<file path="src/rtl/pit_pkg.sv">
package pit_pkg;

    localparam int PIT_MAX_FIELD_WIDTH = 63;

    localparam int VALUE_W = 32;
    localparam int WORK_W  = 40;
    localparam int CNT_W   = 6;

    // input mode codes
    localparam logic [2:0] MODE_SDEC = 3'd0;
    localparam logic [2:0] MODE_UDEC = 3'd1;
    localparam logic [2:0] MODE_HEXL = 3'd2;
    localparam logic [2:0] MODE_HEXU = 3'd3;
    localparam logic [2:0] MODE_OCT  = 3'd4;
    localparam logic [2:0] MODE_BIN  = 3'd5;

    localparam logic [7:0] CHAR_MINUS   = 8'h2D;
    localparam logic [7:0] CHAR_ZERO    = 8'h30;
    localparam logic [7:0] CHAR_SPACE   = 8'h20;
    localparam logic [7:0] CHAR_UPPER_A = 8'h41;
    localparam logic [7:0] CHAR_LOWER_A = 8'h61;

    typedef enum logic [1:0] {
        RADIX_DEC,
        RADIX_HEX,
        RADIX_OCT,
        RADIX_BIN
    } radix_t;

    typedef struct packed {
        logic   start;
        logic   shift;
        radix_t radix;
    } pit_ctrl_t;

    typedef struct packed {
        logic             ready;
        logic [CNT_W-1:0] ndig;
        logic [3:0]       digit;
    } pit_stat_t;

    function automatic logic [7:0] digit_char(input logic [3:0] d, input logic upper);
        logic [7:0] c;
        if (d < 4'd10) begin
            c = CHAR_ZERO + {4'd0, d};
        end else if (upper) begin
            c = CHAR_UPPER_A + {4'd0, d} - 8'd10;
        end else begin
            c = CHAR_LOWER_A + {4'd0, d} - 8'd10;
        end
        return c;
    endfunction

endpackage

</file>
<file path="src/rtl/pit_digits.sv">
module pit_digits
    import pit_pkg::*;
(
    input  logic               aclk,
    input  logic               aresetn,
    input  pit_ctrl_t          ctrl,
    input  logic [VALUE_W-1:0] mag,
    output pit_stat_t          stat
);

    typedef enum logic [1:0] {
        DG_IDLE,
        DG_DABBLE,
        DG_STRIP,
        DG_READY
    } dg_state_t;

    dg_state_t          state_reg, state_next;
    radix_t             radix_reg, radix_next;
    logic [WORK_W-1:0]  work_reg, work_next;
    logic [VALUE_W-1:0] src_reg, src_next;
    logic [4:0]         bit_cnt_reg, bit_cnt_next;
    logic [CNT_W-1:0]   ndig_reg, ndig_next;

    logic [3:0]        top_digit;
    logic [WORK_W-1:0] work_shifted;
    logic [WORK_W-1:0] work_adj;

    always_comb begin
        case (radix_reg)
            RADIX_DEC, RADIX_HEX: begin
                top_digit    = work_reg[WORK_W-1 -: 4];
                work_shifted = {work_reg[WORK_W-5:0], 4'd0};
            end
            RADIX_OCT: begin
                top_digit    = {1'b0, work_reg[WORK_W-1 -: 3]};
                work_shifted = {work_reg[WORK_W-4:0], 3'd0};
            end
            default: begin
                top_digit    = {3'd0, work_reg[WORK_W-1]};
                work_shifted = {work_reg[WORK_W-2:0], 1'b0};
            end
        endcase
    end

    // shift-add-3: each BCD nibble of 5 or more gets 3 added before the shift
    always_comb begin
        for (int i = 0; i < WORK_W / 4; i++) begin
            if (work_reg[4*i +: 4] >= 4'd5) begin
                work_adj[4*i +: 4] = work_reg[4*i +: 4] + 4'd3;
            end else begin
                work_adj[4*i +: 4] = work_reg[4*i +: 4];
            end
        end
    end

    always_comb begin
        state_next   = state_reg;
        radix_next   = radix_reg;
        work_next    = work_reg;
        src_next     = src_reg;
        bit_cnt_next = bit_cnt_reg;
        ndig_next    = ndig_reg;
        if (ctrl.start) begin
            radix_next = ctrl.radix;
            case (ctrl.radix)
                RADIX_DEC: begin
                    work_next    = '0;
                    src_next     = mag;
                    bit_cnt_next = 5'd31;
                    state_next   = DG_DABBLE;
                end
                RADIX_HEX: begin
                    work_next  = {mag, 8'd0};
                    ndig_next  = CNT_W'(8);
                    state_next = DG_STRIP;
                end
                RADIX_OCT: begin
                    work_next  = {1'b0, mag, 7'd0};
                    ndig_next  = CNT_W'(11);
                    state_next = DG_STRIP;
                end
                default: begin
                    work_next  = {mag, 8'd0};
                    ndig_next  = CNT_W'(32);
                    state_next = DG_STRIP;
                end
            endcase
        end else begin
            case (state_reg)
                DG_DABBLE: begin
                    work_next    = {work_adj[WORK_W-2:0], src_reg[VALUE_W-1]};
                    src_next     = {src_reg[VALUE_W-2:0], 1'b0};
                    bit_cnt_next = bit_cnt_reg - 5'd1;
                    if (bit_cnt_reg == 5'd0) begin
                        ndig_next  = CNT_W'(10);
                        state_next = DG_STRIP;
                    end
                end
                DG_STRIP: begin
                    // drop leading zero digits, always keep at least one
                    if (top_digit == 4'd0 && ndig_reg > CNT_W'(1)) begin
                        work_next = work_shifted;
                        ndig_next = ndig_reg - CNT_W'(1);
                    end else begin
                        state_next = DG_READY;
                    end
                end
                DG_READY: begin
                    if (ctrl.shift) begin
                        work_next = work_shifted;
                    end
                end
                default: begin
                end
            endcase
        end
    end

    always_ff @(posedge aclk) begin
        if (!aresetn) begin
            state_reg <= DG_IDLE;
        end else begin
            state_reg <= state_next;
        end
        radix_reg   <= radix_next;
        work_reg    <= work_next;
        src_reg     <= src_next;
        bit_cnt_reg <= bit_cnt_next;
        ndig_reg    <= ndig_next;
    end

    assign stat.ready = (state_reg == DG_READY);
    assign stat.ndig  = ndig_reg;
    assign stat.digit = top_digit;

endmodule

</file>
<file path="src/rtl/padded_integer_to_ascii.sv">
// Formats one 32-bit number per input transfer as ASCII text, one character per
// output transfer, most significant digit first, tlast on the final character.
// Modes: signed or unsigned decimal, lower or upper hex, octal, binary.
// One number is in flight at a time; s_tready is high only between numbers.
// Decimal numbers first pass through the bit-serial binary-to-BCD converter,
// which takes one source bit a cycle; leading zero digits are then stripped
// one per cycle (at most 9 decimal, 7 hex, 10 octal, 31 binary), and the
// characters (at most 63) leave one per cycle through the output register
// while the output is free (m_tready high or no character held).
module padded_integer_to_ascii
    import pit_pkg::*;
#(
    parameter int MAX_FIELD_WIDTH = PIT_MAX_FIELD_WIDTH
) (
    input  logic        aclk,
    input  logic        aresetn,
    input  logic        s_tvalid,
    output logic        s_tready,
    input  logic [39:0] s_tdata,  // value[31:0], field_width[37:32], pad_with_zeros[38]
    input  logic [2:0]  s_tuser,  // mode[2:0]
    output logic        m_tvalid,
    input  logic        m_tready,
    output logic [7:0]  m_tdata,  // text_char[7:0]
    output logic        m_tlast   // last_char
);

    localparam logic [CNT_W-1:0] WIDTH_CAP =
        (MAX_FIELD_WIDTH > 63) ? CNT_W'(63) : CNT_W'(MAX_FIELD_WIDTH);

    typedef enum logic [1:0] {
        ST_IDLE,
        ST_CONV,
        ST_EMIT
    } state_t;

    state_t           state_reg;
    logic             neg_reg;
    logic             upper_reg;
    logic             zpad_reg;
    logic [CNT_W-1:0] width_reg;
    logic [CNT_W-1:0] pad_cnt_reg;
    logic [CNT_W-1:0] dig_cnt_reg;
    logic             m_tvalid_reg;
    logic [7:0]       m_tdata_reg;
    logic             m_tlast_reg;

    pit_ctrl_t dg_ctrl;
    pit_stat_t dg_stat;

    logic [VALUE_W-1:0] in_value;
    logic [CNT_W-1:0]   in_width;
    logic [CNT_W-1:0]   in_width_cap;
    logic               in_neg;
    logic [VALUE_W-1:0] in_mag;
    radix_t             in_radix;
    logic               in_take;
    logic               out_free;
    logic [CNT_W-1:0]   width_eff;
    logic [CNT_W-1:0]   pad_calc;
    logic               emit_digit;

    assign in_value     = s_tdata[31:0];
    assign in_width     = s_tdata[37:32];
    assign in_width_cap = (in_width > WIDTH_CAP) ? WIDTH_CAP : in_width;
    assign in_neg       = (s_tuser == MODE_SDEC) && s_tdata[31];
    assign in_mag       = in_neg ? (VALUE_W'(0) - in_value) : in_value;
    assign in_take      = s_tvalid && s_tready;
    assign out_free     = !m_tvalid_reg || m_tready;

    always_comb begin
        case (s_tuser)
            MODE_HEXL, MODE_HEXU: in_radix = RADIX_HEX;
            MODE_OCT:             in_radix = RADIX_OCT;
            MODE_BIN:             in_radix = RADIX_BIN;
            default:              in_radix = RADIX_DEC;
        endcase
    end

    // the sign takes one place of the field
    assign width_eff = (neg_reg && width_reg != '0) ? width_reg - CNT_W'(1) : width_reg;
    assign pad_calc  = (width_eff > dg_stat.ndig) ? width_eff - dg_stat.ndig : '0;

    assign emit_digit = (state_reg == ST_EMIT) && out_free && !neg_reg && (pad_cnt_reg == '0);

    assign dg_ctrl.start = in_take;
    assign dg_ctrl.shift = emit_digit;
    assign dg_ctrl.radix = in_radix;

    pit_digits u_digits (
        .aclk    (aclk),
        .aresetn (aresetn),
        .ctrl    (dg_ctrl),
        .mag     (in_mag),
        .stat    (dg_stat)
    );

    always_ff @(posedge aclk) begin
        if (!aresetn) begin
            state_reg    <= ST_IDLE;
            m_tvalid_reg <= 1'b0;
        end else begin
            case (state_reg)
                ST_IDLE: begin
                    if (m_tready) begin
                        m_tvalid_reg <= 1'b0;
                    end
                    if (in_take) begin
                        neg_reg   <= in_neg;
                        upper_reg <= (s_tuser == MODE_HEXU);
                        zpad_reg  <= s_tdata[38];
                        width_reg <= in_width_cap;
                        state_reg <= ST_CONV;
                    end
                end
                ST_CONV: begin
                    if (m_tready) begin
                        m_tvalid_reg <= 1'b0;
                    end
                    if (dg_stat.ready) begin
                        pad_cnt_reg <= pad_calc;
                        dig_cnt_reg <= dg_stat.ndig;
                        state_reg   <= ST_EMIT;
                    end
                end
                ST_EMIT: begin
                    if (out_free) begin
                        m_tvalid_reg <= 1'b1;
                        m_tlast_reg  <= 1'b0;
                        if (neg_reg) begin
                            m_tdata_reg <= CHAR_MINUS;
                            neg_reg     <= 1'b0;
                        end else if (pad_cnt_reg != '0) begin
                            m_tdata_reg <= zpad_reg ? CHAR_ZERO : CHAR_SPACE;
                            pad_cnt_reg <= pad_cnt_reg - CNT_W'(1);
                        end else begin
                            m_tdata_reg <= digit_char(dg_stat.digit, upper_reg);
                            dig_cnt_reg <= dig_cnt_reg - CNT_W'(1);
                            if (dig_cnt_reg == CNT_W'(1)) begin
                                m_tlast_reg <= 1'b1;
                                state_reg   <= ST_IDLE;
                            end
                        end
                    end
                end
                default: begin
                    if (m_tready) begin
                        m_tvalid_reg <= 1'b0;
                    end
                    state_reg <= ST_IDLE;
                end
            endcase
        end
    end

    assign s_tready = (state_reg == ST_IDLE);
    assign m_tvalid = m_tvalid_reg;
    assign m_tdata  = m_tdata_reg;
    assign m_tlast  = m_tlast_reg;

    a_digit_unit_ready: assert property (@(posedge aclk) disable iff (!aresetn)
        emit_digit |-> dg_stat.ready)
        else $error("digit requested before conversion finished");

    a_digits_left: assert property (@(posedge aclk) disable iff (!aresetn)
        (state_reg == ST_EMIT) |-> (dig_cnt_reg != '0))
        else $error("emitting with no digits left");

    a_printable: assert property (@(posedge aclk) disable iff (!aresetn)
        m_tvalid |-> (m_tdata >= CHAR_SPACE && m_tdata <= 8'h7A))
        else $error("non-printable character on output");

    a_last_is_digit: assert property (@(posedge aclk) disable iff (!aresetn)
        (m_tvalid && m_tlast) |-> (m_tdata != CHAR_MINUS && m_tdata != CHAR_SPACE))
        else $error("run ended on sign or space");

endmodule
</file>
<file path="config.mk">
export PLATFORM = sky130hd
export DESIGN_NAME = padded_integer_to_ascii
export DESIGN_NICKNAME = d
export VERILOG_FILES = /design/src/rtl/pit_pkg.sv /design/src/rtl/pit_digits.sv /design/src/rtl/padded_integer_to_ascii.sv
export SDC_FILE = /design/constraint.sdc
export NUM_CORES = 1
export LEC_CHECK = 0
export BUFFER_PORTS_ARGS = -buffer_cell sky130_fd_sc_hd__buf_2
export CAP_MARGIN = 20
export CORE_MARGIN = 5
export CORE_UTILIZATION = 35
export CTS_BUF_LIST = sky130_fd_sc_hd__clkbuf_8
export DETAILED_ROUTE_END_ITERATION = 10
export PLACE_DENSITY = 0.57
export RECOVER_POWER = 25
export SETUP_SLACK_MARGIN = 0.05
export SLEW_MARGIN = 25
export SYNTH_ARGS = -nofsm -noshare
export SYNTH_HDL_FRONTEND = slang
export SYNTH_SLANG_ARGS = --single-unit
</file>
<file path="constraint.sdc">
create_clock -name aclk -period 5.5 [get_ports aclk]
set_input_delay 0.825 -clock aclk [delete_from_list [all_inputs] [get_ports aclk]]
set_output_delay 0.825 -clock aclk [all_outputs]
set_load 0.005 [all_outputs]
</file>
==> results.toml, run 1 <==
[outcome]
status = "complete, no violations"

[setup_path]
cp_data_required_time_ps = 5770
path_max_fanout = 8
r2r_cells = 11
setup.worst_path.class = "reg -> reg"
cp.arrival_ps = 3470
cp-end-kind = "flop"
worst_setup_path_start_kind = "flop"

[finish]
final_layout_size_suffix_gt1_frac = 0.119
layout-area-overhead-vs-synth_pct = 10.4
n_fill_cell = 2540
finalNetCount = 1062
final_cell_area_um2 = 9790
largest_reg_flops = 40
utilization = 0.391

[timing]
relSlewSlack = 0.104
setup_viol = 0
fmax_mhz = 312
skew_ps = 19.1
hold_violations = 0
drv_slew = 0
tightest_slew_ps = 1340
finalCriticalPeriod_ps = 3210
min_period_over_period = 0.583
rsz0062_at_grt = "no"
tns_ps = 0

[synth]
avgSynthCellArea_um2 = 9.21
synth_flop_cell = "edfxtp_1"
synth_area_leaders = "edfxtp_1 (39%), ha_1 (5.8%), nand2_1 (4.4%)"
yosysTopAreaCellShare = 0.386
ys_types = 61
synth-edff-count = 114
syn-num-nets = 1052
ys_ff_latch = 119
yosysWarnings = 0
async_flop_share = 0
netlist_area_um2 = 8870
synth_top_area_cell = "edfxtp_1"
synthCells = 963
yosysSeqAreaShare = 0.397

[clock_network]
postCtsSetupBuffers = 0
htree_levels = 4
postCtsHoldBufs = 0
cts_tree = "built"
cts_root_buffer = "clkbuf_8"
cts-buffers-inserted = 17
path_clk_slew_ps = 80
clockBufferDepth = 2
cts.sinks = 119
cts-resized-gates = 0
worstSkewPairLatency_ps = 460

[global_route]
antenna_found_initial = 5
grt-ovfl-total = 0
gr-max-usage-layer = "met2"
use_met3 = 0.0380
first_global_vias = 6834
grt_max_degree = 78
use_met2 = 0.259
grt_pass1_wl_um = 36500
track_usage = 0.158
met1_usage = 0.210

[drt]
avgRoutedWirePerCell_um = 17.1
ant_nets = 0
avgViaCountPerCell = 5.39
drt_iter0_markers = 474
wirelength_um = 22500
vias = 7095
drt_pre_antenna_iters = 7
drc = 0

[die]
floorplan.initialDensity = 0.354
io_pins = 58
die_x_um = 169
fp.dieH_um = 169
rows = 58
die_area_um2 = 28600
core_area_um2 = 25000

[pwr]
power_mw = 3.97
power_density_nw_per_um2 = 406
peakVddDrop_mv = 0.196
p_leak_nw = 3.65

[placed_design]
numPortBuffers = 55
post-dp-hpwl_um = 15500
gp_congestion = 0.822
dpl_cell_area_um2 = 9330

[run]
cap_viol_max_count = 0

[worst_hold_path]
hp-class = "reg -> reg"
min_path_cells = 2
==> critical path, cell delays in order, from the launching register on <==
cell and delay, ps:
edfxtp_1 450, nor4_1 320, nand2_1 100, nand2_1 220, xnor2_1 120, ha_1 210, fa_1 400, nand2b_1 180
a31oi_1 220, o21a_1 130, o221ai_1 260, o32ai_1 400
==> metal layers <==
layer / routed length [µm] / share of wire
met2: 10700 / 0.47
met1: 10500 / 0.47
met3: 1020 / 0.045
met5: 40 / 0.0018
met4: 296 / 0.013
==> cells by family (layout without fill, tap and decap cells) <==
logic type,count (synthesis),in the layout,share of synthesized area
AO/OA/AOI/OAI,288,288,0.210
XOR/XNOR,68,68,0.0672
adder cells (fa/ha/maj),42,42,0.0601
buffers and inverters,118,141,0.0536
flip-flops,119,119,0.397
multiplexers,54,54,0.0632
other,1,2,0.000423
AND/OR/NAND/NOR,273,273,0.148
==> cells in the mapped netlist, drive strengths merged (2+ instances only) <==
master and count:
o31ai 10, or4 3, o32ai 3, and3 3, buf 20, o211ai 23
a221oi 25, a31oi 21, inv 47, nor2b 9, edfxtp 114, o41ai 6
nand3b 2, xnor2 33, nor3 16, nand4 3, a21oi 68, nand2b 18
mux2 16, and2 2, mux2i 38, a21o 12, o21ai 76, nor2 76
ha 41, o21a 4, dfxtp 5, nand2 103, or2 3, xor2 35
o22ai 5, a31o 2, or3 5, a311oi 2, clkbuf 51, nand3 9
nor4 8, nor3b 10, a211oi 24
==> report_power, final <==
group / switching, mW / total (mW) / leakage [nW] / internal, mW
clock network: 0.391 / 0.971 / 0.232 / 0.579
logic: 0.800 / 1.43 / 2.29 / 0.628
registers: 0.275 / 1.58 / 1.13 / 1.30
total: 1.47 / 3.97 / 3.65 / 2.51
==> path summary, 6_finish.rpt <==
| path | start | to | slack [ps] |
|---|---|---|---|
| worst max-delay path | width_reg[3]$_SDFFCE_PN1P_ | pad_cnt_reg[5]$_DFFE_PP_ | 2290 |
| worst min-delay path | u_digits.state_reg[1]$_SDFFE_PN0P_ | u_digits.state_reg[1]$_SDFFE_PN0P_ | 500 |
| worst max register to register | width_reg[3]$_SDFFCE_PN1P_ | pad_cnt_reg[5]$_DFFE_PP_ | 2290 |
| worst min register to register | u_digits.state_reg[1]$_SDFFE_PN0P_ | u_digits.state_reg[1]$_SDFFE_PN0P_ | 500 |
==> layout make-up <==
cell class,instances,area (µm²),area share
multi-input combinational,726,4890,0.499
sequential,119,3520,0.360
tap,330,413,0.0422
timing repair buffer,62,318,0.0325
clock buffer,17,234,0.0239
clock inverter,15,234,0.0239
inverter,47,176,0.0180
antenna,1,2.50,0.000256
==> layout by cell type (no fill, tap or decap), drive strengths merged, types with 4 or more instances in the layout <==
master	instances
a211oi	24
bufinv	6
nor4	8
nor3	16
mux2	16
inv	48
xnor2	33
ha	41
o21a	4
clkinv	6
nand2	103
o41ai	6
o31ai	10
or3	5
nor2b	9
o21ai	76
buf	54
mux2i	38
dfxtp	5
xor2	35
o22ai	5
a21oi	68
a221oi	25
a31oi	21
nor2	76
nand2b	18
a21o	12
nor3b	10
nand3	9
clkbuf	25
o211ai	23
edfxtp	114
==> stage by stage <==
| step | instances | setup WS, ps | hold slack [ps] |
|---|---|---|---|
| 6_report | 1317 | 2290 | 504 |
| 5_1_grt | 1317 | 1980 | 512 |
| 4_1_cts | 1316 | 2270 | 501 |
| 3_5_place_dp | 1284 | 2100 | 491 |
| 3_3_place_gp | 1284 | 2120 | 491 |
| 2_1_floorplan | 963 | 1640 | 462 |
No activity file was read; power rests on OpenSTA's default activity.
==> run 2: changes to the inputs <==
ABC_AREA = 1   (was default)
PLACE_DENSITY = 0.59   (was 0.57)
clock period = 2.6 ns   (was 5.5 ns; I/O delays follow)
==> results.toml, run 2 <==
[outcome]
status = "complete, no violations"

[drt]
drt_iter0_markers = 616
drt_pre_antenna_iters = 5
wirelength_um = 24600
vias = 8328
drc = 0
ant_nets = 0
avgViaCountPerCell = 5.18
avgRoutedWirePerCell_um = 15.3

[pwr]
p_leak_nw = 4.46
power_density_nw_per_um2 = 1030
power_mw = 10.6
peakVddDrop_mv = 0.468

[synth]
synth_compound_area_frac = 0.184
syn-num-nets = 1291
synth_area_leaders = "edfxtp_1 (38%), nand2_1 (12%), o21ai_0 (6.1%)"
synth_adder_area_share = 0.0593
synthCells = 1202
yosysTopAreaCellShare = 0.381
synth_common_cells = "nand2_1 (293), inv_1 (137), nor2_1 (122), edfxtp_1 (114), o21ai_0 (110)"
ys_ff_latch = 119
synth_top_area_cell = "edfxtp_1"
yosysSeqAreaShare = 0.392
synth_xor_xnor_area_share = 0.0337
synth_mux_area_frac = 0
ys_types = 54
yosysWarnings = 0
netlist_area_um2 = 8990
synth_top_family_by_area = "simple AND/OR/NAND/NOR gates"
async_flop_share = 0
synth.most_common_cell = "nand2_1"
synth-edff-count = 114
avgSynthCellArea_um2 = 7.48
synthSimpleGateAreaFrac = 0.244
synth_flop_cell = "edfxtp_1"

[global_route]
grt_max_degree = 54
use_met3 = 0.0269
grt_pass1_wl_um = 39600
antenna_found_initial = 0
gr-max-usage-layer = "met2"
use_met2 = 0.261
first_global_vias = 7815
grt-ovfl-total = 0
met1_usage = 0.245
track_usage = 0.168

[setup_path]
path_max_fanout = 16
cp.arrival_ps = 2670
r2r_start = "u_digits.radix_reg[1]$_DFFE_PP_"
regToRegSetupSlack_ps = 70
worstPathCellList = "clkbuf_1 -> o22ai_1 -> inv_1 -> ha_1 -> inv_1 -> nor2_2 -> nand3b_1 -> inv_1 -> nor2_1 -> a21oi_4 -> buf_6"
setup.worst_path.class = "reg -> reg"
slowest_delay_ps = 450
r2r_end = "u_digits.work_reg[19]$_DFFE_PP_"
cp_data_required_time_ps = 2750
r2r_cells = 11
critPathSlowestCell = "edfxtp_1"
worst_setup_path_start_kind = "flop"
cp-end-kind = "flop"
crit_top_cell = "inv_1"

[clock_network]
postCtsHoldBufs = 0
htree_levels = 4
cts.sinks = 119
clockBufferDepth = 2
cts_tree = "built"
path_clk_slew_ps = 80
cts_root_buffer = "clkbuf_8"
cts-buffers-inserted = 17
worstSkewPairLatency_ps = 450

[die]
die_x_um = 170
core_area_um2 = 25300
rows = 58
fp.dieH_um = 170
die_area_um2 = 29000
io_pins = 58
floorplan.initialDensity = 0.356

[finish]
largest_reg_flops = 40
final_common_cell = "nand2_1"
fin_cells = 1607
final_cell_mix = "nand2_1 (289), inv_1 (138), nor2_1 (120)"
n_antenna_cell = 0
layout-area-overhead-vs-synth_pct = 14.3
final_layout_size_suffix_gt1_frac = 0.127
finalNetCount = 1353
n_fill_cell = 2632

[timing]
drv_slew = 0
tightest_slew_ps = 1290
finalCriticalPeriod_ps = 2530
hold_violations = 0
skew_ps = 14.8
relSlewSlack = 0.142
fmax_mhz = 396
rsz0062_at_grt = "yes"
setup_viol = 0
min_period_over_period = 0.972

[placed_design]
post-dp-hpwl_um = 18300
placed_cells = 1571
numPortBuffers = 55
gp_congestion = 0.916

[run]
cap_viol_max_count = 0

[worst_hold_path]
hp-class = "in -> reg"
whs_endpoint = "width_reg[3]$_SDFFCE_PN1P_"
hold_start = "s_tdata[35]"
min_path_cells = 1
[run 2: cell types whose count changed in the layout (fill, tap and decap cells not counted), sizes merged, moves of 18 or more]
cell / change
mux2i: -38
o211ai: -19
buf: +27
xnor2: -29
a221oi: -24
nand2b: -18
nor2: +53
nand2: +196
o22ai: +33
o21ai: +46
nand3: +60
inv: +93
a211oi: -22
[run 2: layout make-up]
class	count	area [µm²]	share of cell area
Inverter	140	526	0.0511
Tap cell	330	413	0.0402
Timing Repair Buffer	94	582	0.0566
Clock inverter	13	179	0.0174
Multi-Input combinational cell	892	4790	0.466
Clock buffer	19	262	0.0254
Sequential cell	119	3520	0.343
[run 2: how the worst max path moves through the flow]
stage	start	endpoint	slack (ps)	cells after the start
finish	u_digits.radix_reg[1]$_DFFE_PP_	u_digits.work_reg[19]$_DFFE_PP_	70	11
global route	width_reg[0]$_SDFFCE_PN1P_	pad_cnt_reg[0]$_DFFE_PP_	-70	14
CTS	width_reg[0]$_SDFFCE_PN1P_	pad_cnt_reg[5]$_DFFE_PP_	70	16
detailed placement	width_reg[0]$_SDFFCE_PN1P_	pad_cnt_reg[5]$_DFFE_PP_	-40	16
global placement	width_reg[0]$_SDFFCE_PN1P_	pad_cnt_reg[5]$_DFFE_PP_	-30	16
floorplan	u_digits.radix_reg[1]$_DFFE_PP_	u_digits.work_reg[0]$_SDFFCE_PP0P_	50	11
[run 2: cells by family (layout without fill, tap and decap cells)]
logic type / after synthesis / after routing
compound gates: 290 / 290
xor+xnor: 32 / 32
fa+ha+maj: 42 / 42
buf+inv: 191 / 266
flops: 119 / 119
other cells: 1 / 1
simple gates: 527 / 527
[run 2: per-layer routing]
layer | vias to the layer above | wire length [µm]
li1 | 4198 | -
met1 | 3867 | 11900
met2 | 242 | 11000
met3 | 21 | 1370
met4 | 0 | 269
met5 | - | 0
[run 2: critical path: cells and delay by family (launching register included)]
family,cells,cell delay [ps]
DFF,1,450
and+or+nand+nor,3,370
buffers and inverters,5,900
adders and majority gates,1,150
AOI/OAI and AO/OA,2,350
[run 2: through the flow]
stage | util | setup WS (ps) | setup TNS (ps) | hold slack [ps] | cell area [µm²]
after floorplan | - | 50.1 | 0 | 470 | 9010
after global placement | 0.386 | -33.7 | -78.7 | 494 | 9740
after detailed placement | 0.386 | -39.4 | -131 | 501 | 9740
after CTS | 0.404 | 73.1 | 0 | 77.3 | 10200
after global routing | 0.407 | -69.0 | -683 | 76.3 | 10300
final | 0.407 | 72.8 | 0 | 109 | 10300
[run 2: timing repair]
action | CTS | global route
setup endpoints to repair | 6 | 28
hold endpoints to repair | 0 | 0
setup buffers | 1 | 3
pin swaps | 2 | 7
gates resized for setup | 3 | 23
[run 2: power breakdown]
group / internal, mW / leakage [nW] / switching [mW]
sequential: 3.15 / 1.13 / 0.464
combinational: 1.86 / 3.10 / 3.25
clock: 1.09 / 0.225 / 0.815
==> run 3: changes to the inputs <==
SYNTH_HIERARCHICAL = 1   (was default)
==> results.toml, run 3 <==
[setup_path]
critPathSlowestCell = "edfxtp_1"
cp_data_required_time_ps = 2790
r2r_cells = 15
slowest_delay_ps = 410
r2r_end = "pad_cnt_reg[2]$_DFFE_PP_"
path_max_fanout = 6
regToRegSetupSlack_ps = 280
worstPathCellList = "inv_2 -> ha_1 -> nand3_1 -> nand2_2 -> inv_2 -> nand2_1 -> xor2_1 -> inv_1 -> ha_1 -> nand2_1 -> o21ai_2 -> a21oi_2 -> inv_1 -> nand2_2 -> o21ai_0"
worst_setup_path_start_kind = "flop"
crit_path_start = "width_reg[1]$_SDFFCE_PN1P_"
cp-end-kind = "flop"
r2r_start = "width_reg[1]$_SDFFCE_PN1P_"
setup.worst_path.class = "reg -> reg"
endpoint = "pad_cnt_reg[2]$_DFFE_PP_"
cp.arrival_ps = 2510

[die]
die_area_um2 = 28800
die_x_um = 170
floorplan.initialDensity = 0.355
fp.dieH_um = 170
rows = 58
io_pins = 58
core_area_um2 = 25200

[drt]
drc = 0
wirelength_um = 23200
avgRoutedWirePerCell_um = 15.0
vias = 8078
drt_pre_antenna_iters = 5
drt_iter0_markers = 821
avgViaCountPerCell = 5.20
ant_nets = 0

[synth]
yosysTopAreaCellShare = 0.383
synth_top_family_by_area = "simple AND/OR/NAND/NOR gates"
synth-edff-count = 114
synth_common_cells = "nand2_1 (284), inv_1 (129), edfxtp_1 (114), nor2_1 (108), o21ai_0 (106)"
synth_adder_area_share = 0.0611
synth_top_area_cell = "edfxtp_1"
yosysWarnings = 6
yosysSeqAreaShare = 0.394
avgSynthCellArea_um2 = 7.69
synth_flop_cell = "edfxtp_1"
synthCells = 1162
synthSimpleGateAreaFrac = 0.247
synth_xor_xnor_area_share = 0.0343
syn-num-nets = 1252
synth.most_common_cell = "nand2_1"
synth_area_leaders = "edfxtp_1 (38%), nand2_1 (12%), o21ai_0 (5.9%)"
synth_mux_area_frac = 0
ys_ff_latch = 119
async_flop_share = 0
ys_types = 48
synth_compound_area_frac = 0.179
netlist_area_um2 = 8930

[timing]
setup_slack_ps = 285
setup_viol = 0
rsz0062_at_grt = "no"
tightest_slew_ps = 972
fmax_mhz = 432
skew_ps = 12.8
min_period_over_period = 0.891
relSlewSlack = 0.348
hold_violations = 0
finalCriticalPeriod_ps = 2320
drv_slew = 0
tns_ps = 0

[worst_hold_path]
hp-class = "in -> reg"

[placed_design]
numPortBuffers = 55
post-dp-hpwl_um = 16700
gp_congestion = 0.871
pre_cts_slack_ps = 58.6

[clock_network]
cts.sinks = 119
cts_root_buffer = "clkbuf_8"
cts-buffers-inserted = 17
worstSkewPairLatency_ps = 450
clockBufferDepth = 2
path_clk_slew_ps = 80
htree_levels = 4
postCtsHoldBufs = 0
cts_tree = "built"

[global_route]
antenna_found_initial = 1
grt_pass1_wl_um = 38200
grt_max_degree = 69
track_usage = 0.162
grt-ovfl-total = 0
first_global_vias = 7606

[pwr]
switchingPower_mw = 4.50
peakVddDrop_mv = 0.398
power_density_nw_per_um2 = 1030
pwr-share-comb = 0.488
clkPwrFrac = 0.161
p_leak_nw = 4.31
power.internal_mw = 5.82
power.share.sequential = 0.351
sw_frac_of_total = 0.436

[finish]
largest_reg_flops = 40
final_common_cell = "nand2_1"
layout-area-overhead-vs-synth_pct = 12.4
ff_latch_area_um2 = 3520
finalNetCount = 1299
multi_input_area_um2 = 4700
n_fill_cell = 2577
final_layout_size_suffix_gt1_frac = 0.127
n_antenna_cell = 0
final_cell_mix = "nand2_1 (282), inv_1 (128), edfxtp_1 (114)"

[run]
cap_viol_max_count = 0

[outcome]
status = "complete, no violations"
[run 3: worst min-delay path by stage]
stage	startpoint	endpoint	depth (start not counted)
floorplan	u_digits/state_reg[0]$_SDFFE_PN0P_	u_digits/state_reg[0]$_SDFFE_PN0P_	2
global placement	u_digits/src_reg[14]$_DFFE_PP_	u_digits/src_reg[15]$_DFFE_PP_	2
detailed placement	u_digits/src_reg[14]$_DFFE_PP_	u_digits/src_reg[15]$_DFFE_PP_	2
CTS	s_tdata[36]	width_reg[4]$_SDFFCE_PN1P_	1
global route	s_tdata[33]	width_reg[1]$_SDFFCE_PN1P_	1
finish	s_tdata[37]	width_reg[5]$_SDFFCE_PN1P_	1
[run 3: repair_timing]
| action | 4_1_cts | 5_1_grt |
|---|---|---|
| endpoints found under the setup margin | 0 | 6 |
| resized for setup | 0 | 12 |
| buffers inserted | 0 | 2 |
[run 3: cell type report]
class	count	share of cell area
clock inverters	11	0.00997
well taps	330	0.0411
multi-input cells	859	0.468
inverters	136	0.0508
flip-flops and latches	119	0.351
repair buffers	76	0.0505
clock buffers	21	0.0288
[run 3: power groups by stage]
stage               combinational [mW]  sequential [mW]  clock [mW]
floorplan                         3.68             3.50           0
global placement                  4.88             3.65           0
detailed placement                4.93             3.65           0
CTS                               4.97             3.61        1.72
global route                      5.76             3.70        1.81
finish                            5.03             3.62        1.66
[run 3: worst max-delay path: cells and delay by family, from the launching register on]
family,cells,cell delay (ps)
AND/OR/NAND/NOR,5,460
flip-flops,1,410
adder cells (fa/ha/maj),2,460
XOR/XNOR,1,140
AO/OA/AOI/OAI,3,320
buffers and inverters,4,270
[run 3: cells by family after synthesis]
| group | Yosys count |
|---|---|
| simple gates | 514 |
| other cells | 1 |
| buf+inv | 184 |
| flops | 119 |
| compound gates | 266 |
| xor+xnor | 35 |
| fa+ha+maj | 43 |
[run 3: metal layers]
| metal | part of all wire | up-vias | track usage |
|---|---|---|---|
| met1 | 0.48 | 3716 | 0.230 |
| met3 | 0.056 | 32 | 0.0270 |
| met5 | 0 | - | 0 |
| met2 | 0.44 | 268 | 0.250 |
| met4 | 0.019 | 0 | 0.0585 |
| li1 | - | 4062 | - |
[run 3: metrics by stage]
stage | instance area [µm²] | power, mW | instances | hold slack, ps | util
5_1_grt | 10000 | 11.3 | 1552 | 78.0 | 0.399
4_1_cts | 10000 | 10.3 | 1550 | 73.6 | 0.398
6_report | 10000 | 10.3 | 1552 | 122 | 0.399
2_1_floorplan | 8940 | 7.18 | 1162 | 472 | -
3_5_place_dp | 9630 | 8.58 | 1518 | 495 | 0.382
3_3_place_gp | 9630 | 8.52 | 1518 | 489 | 0.382
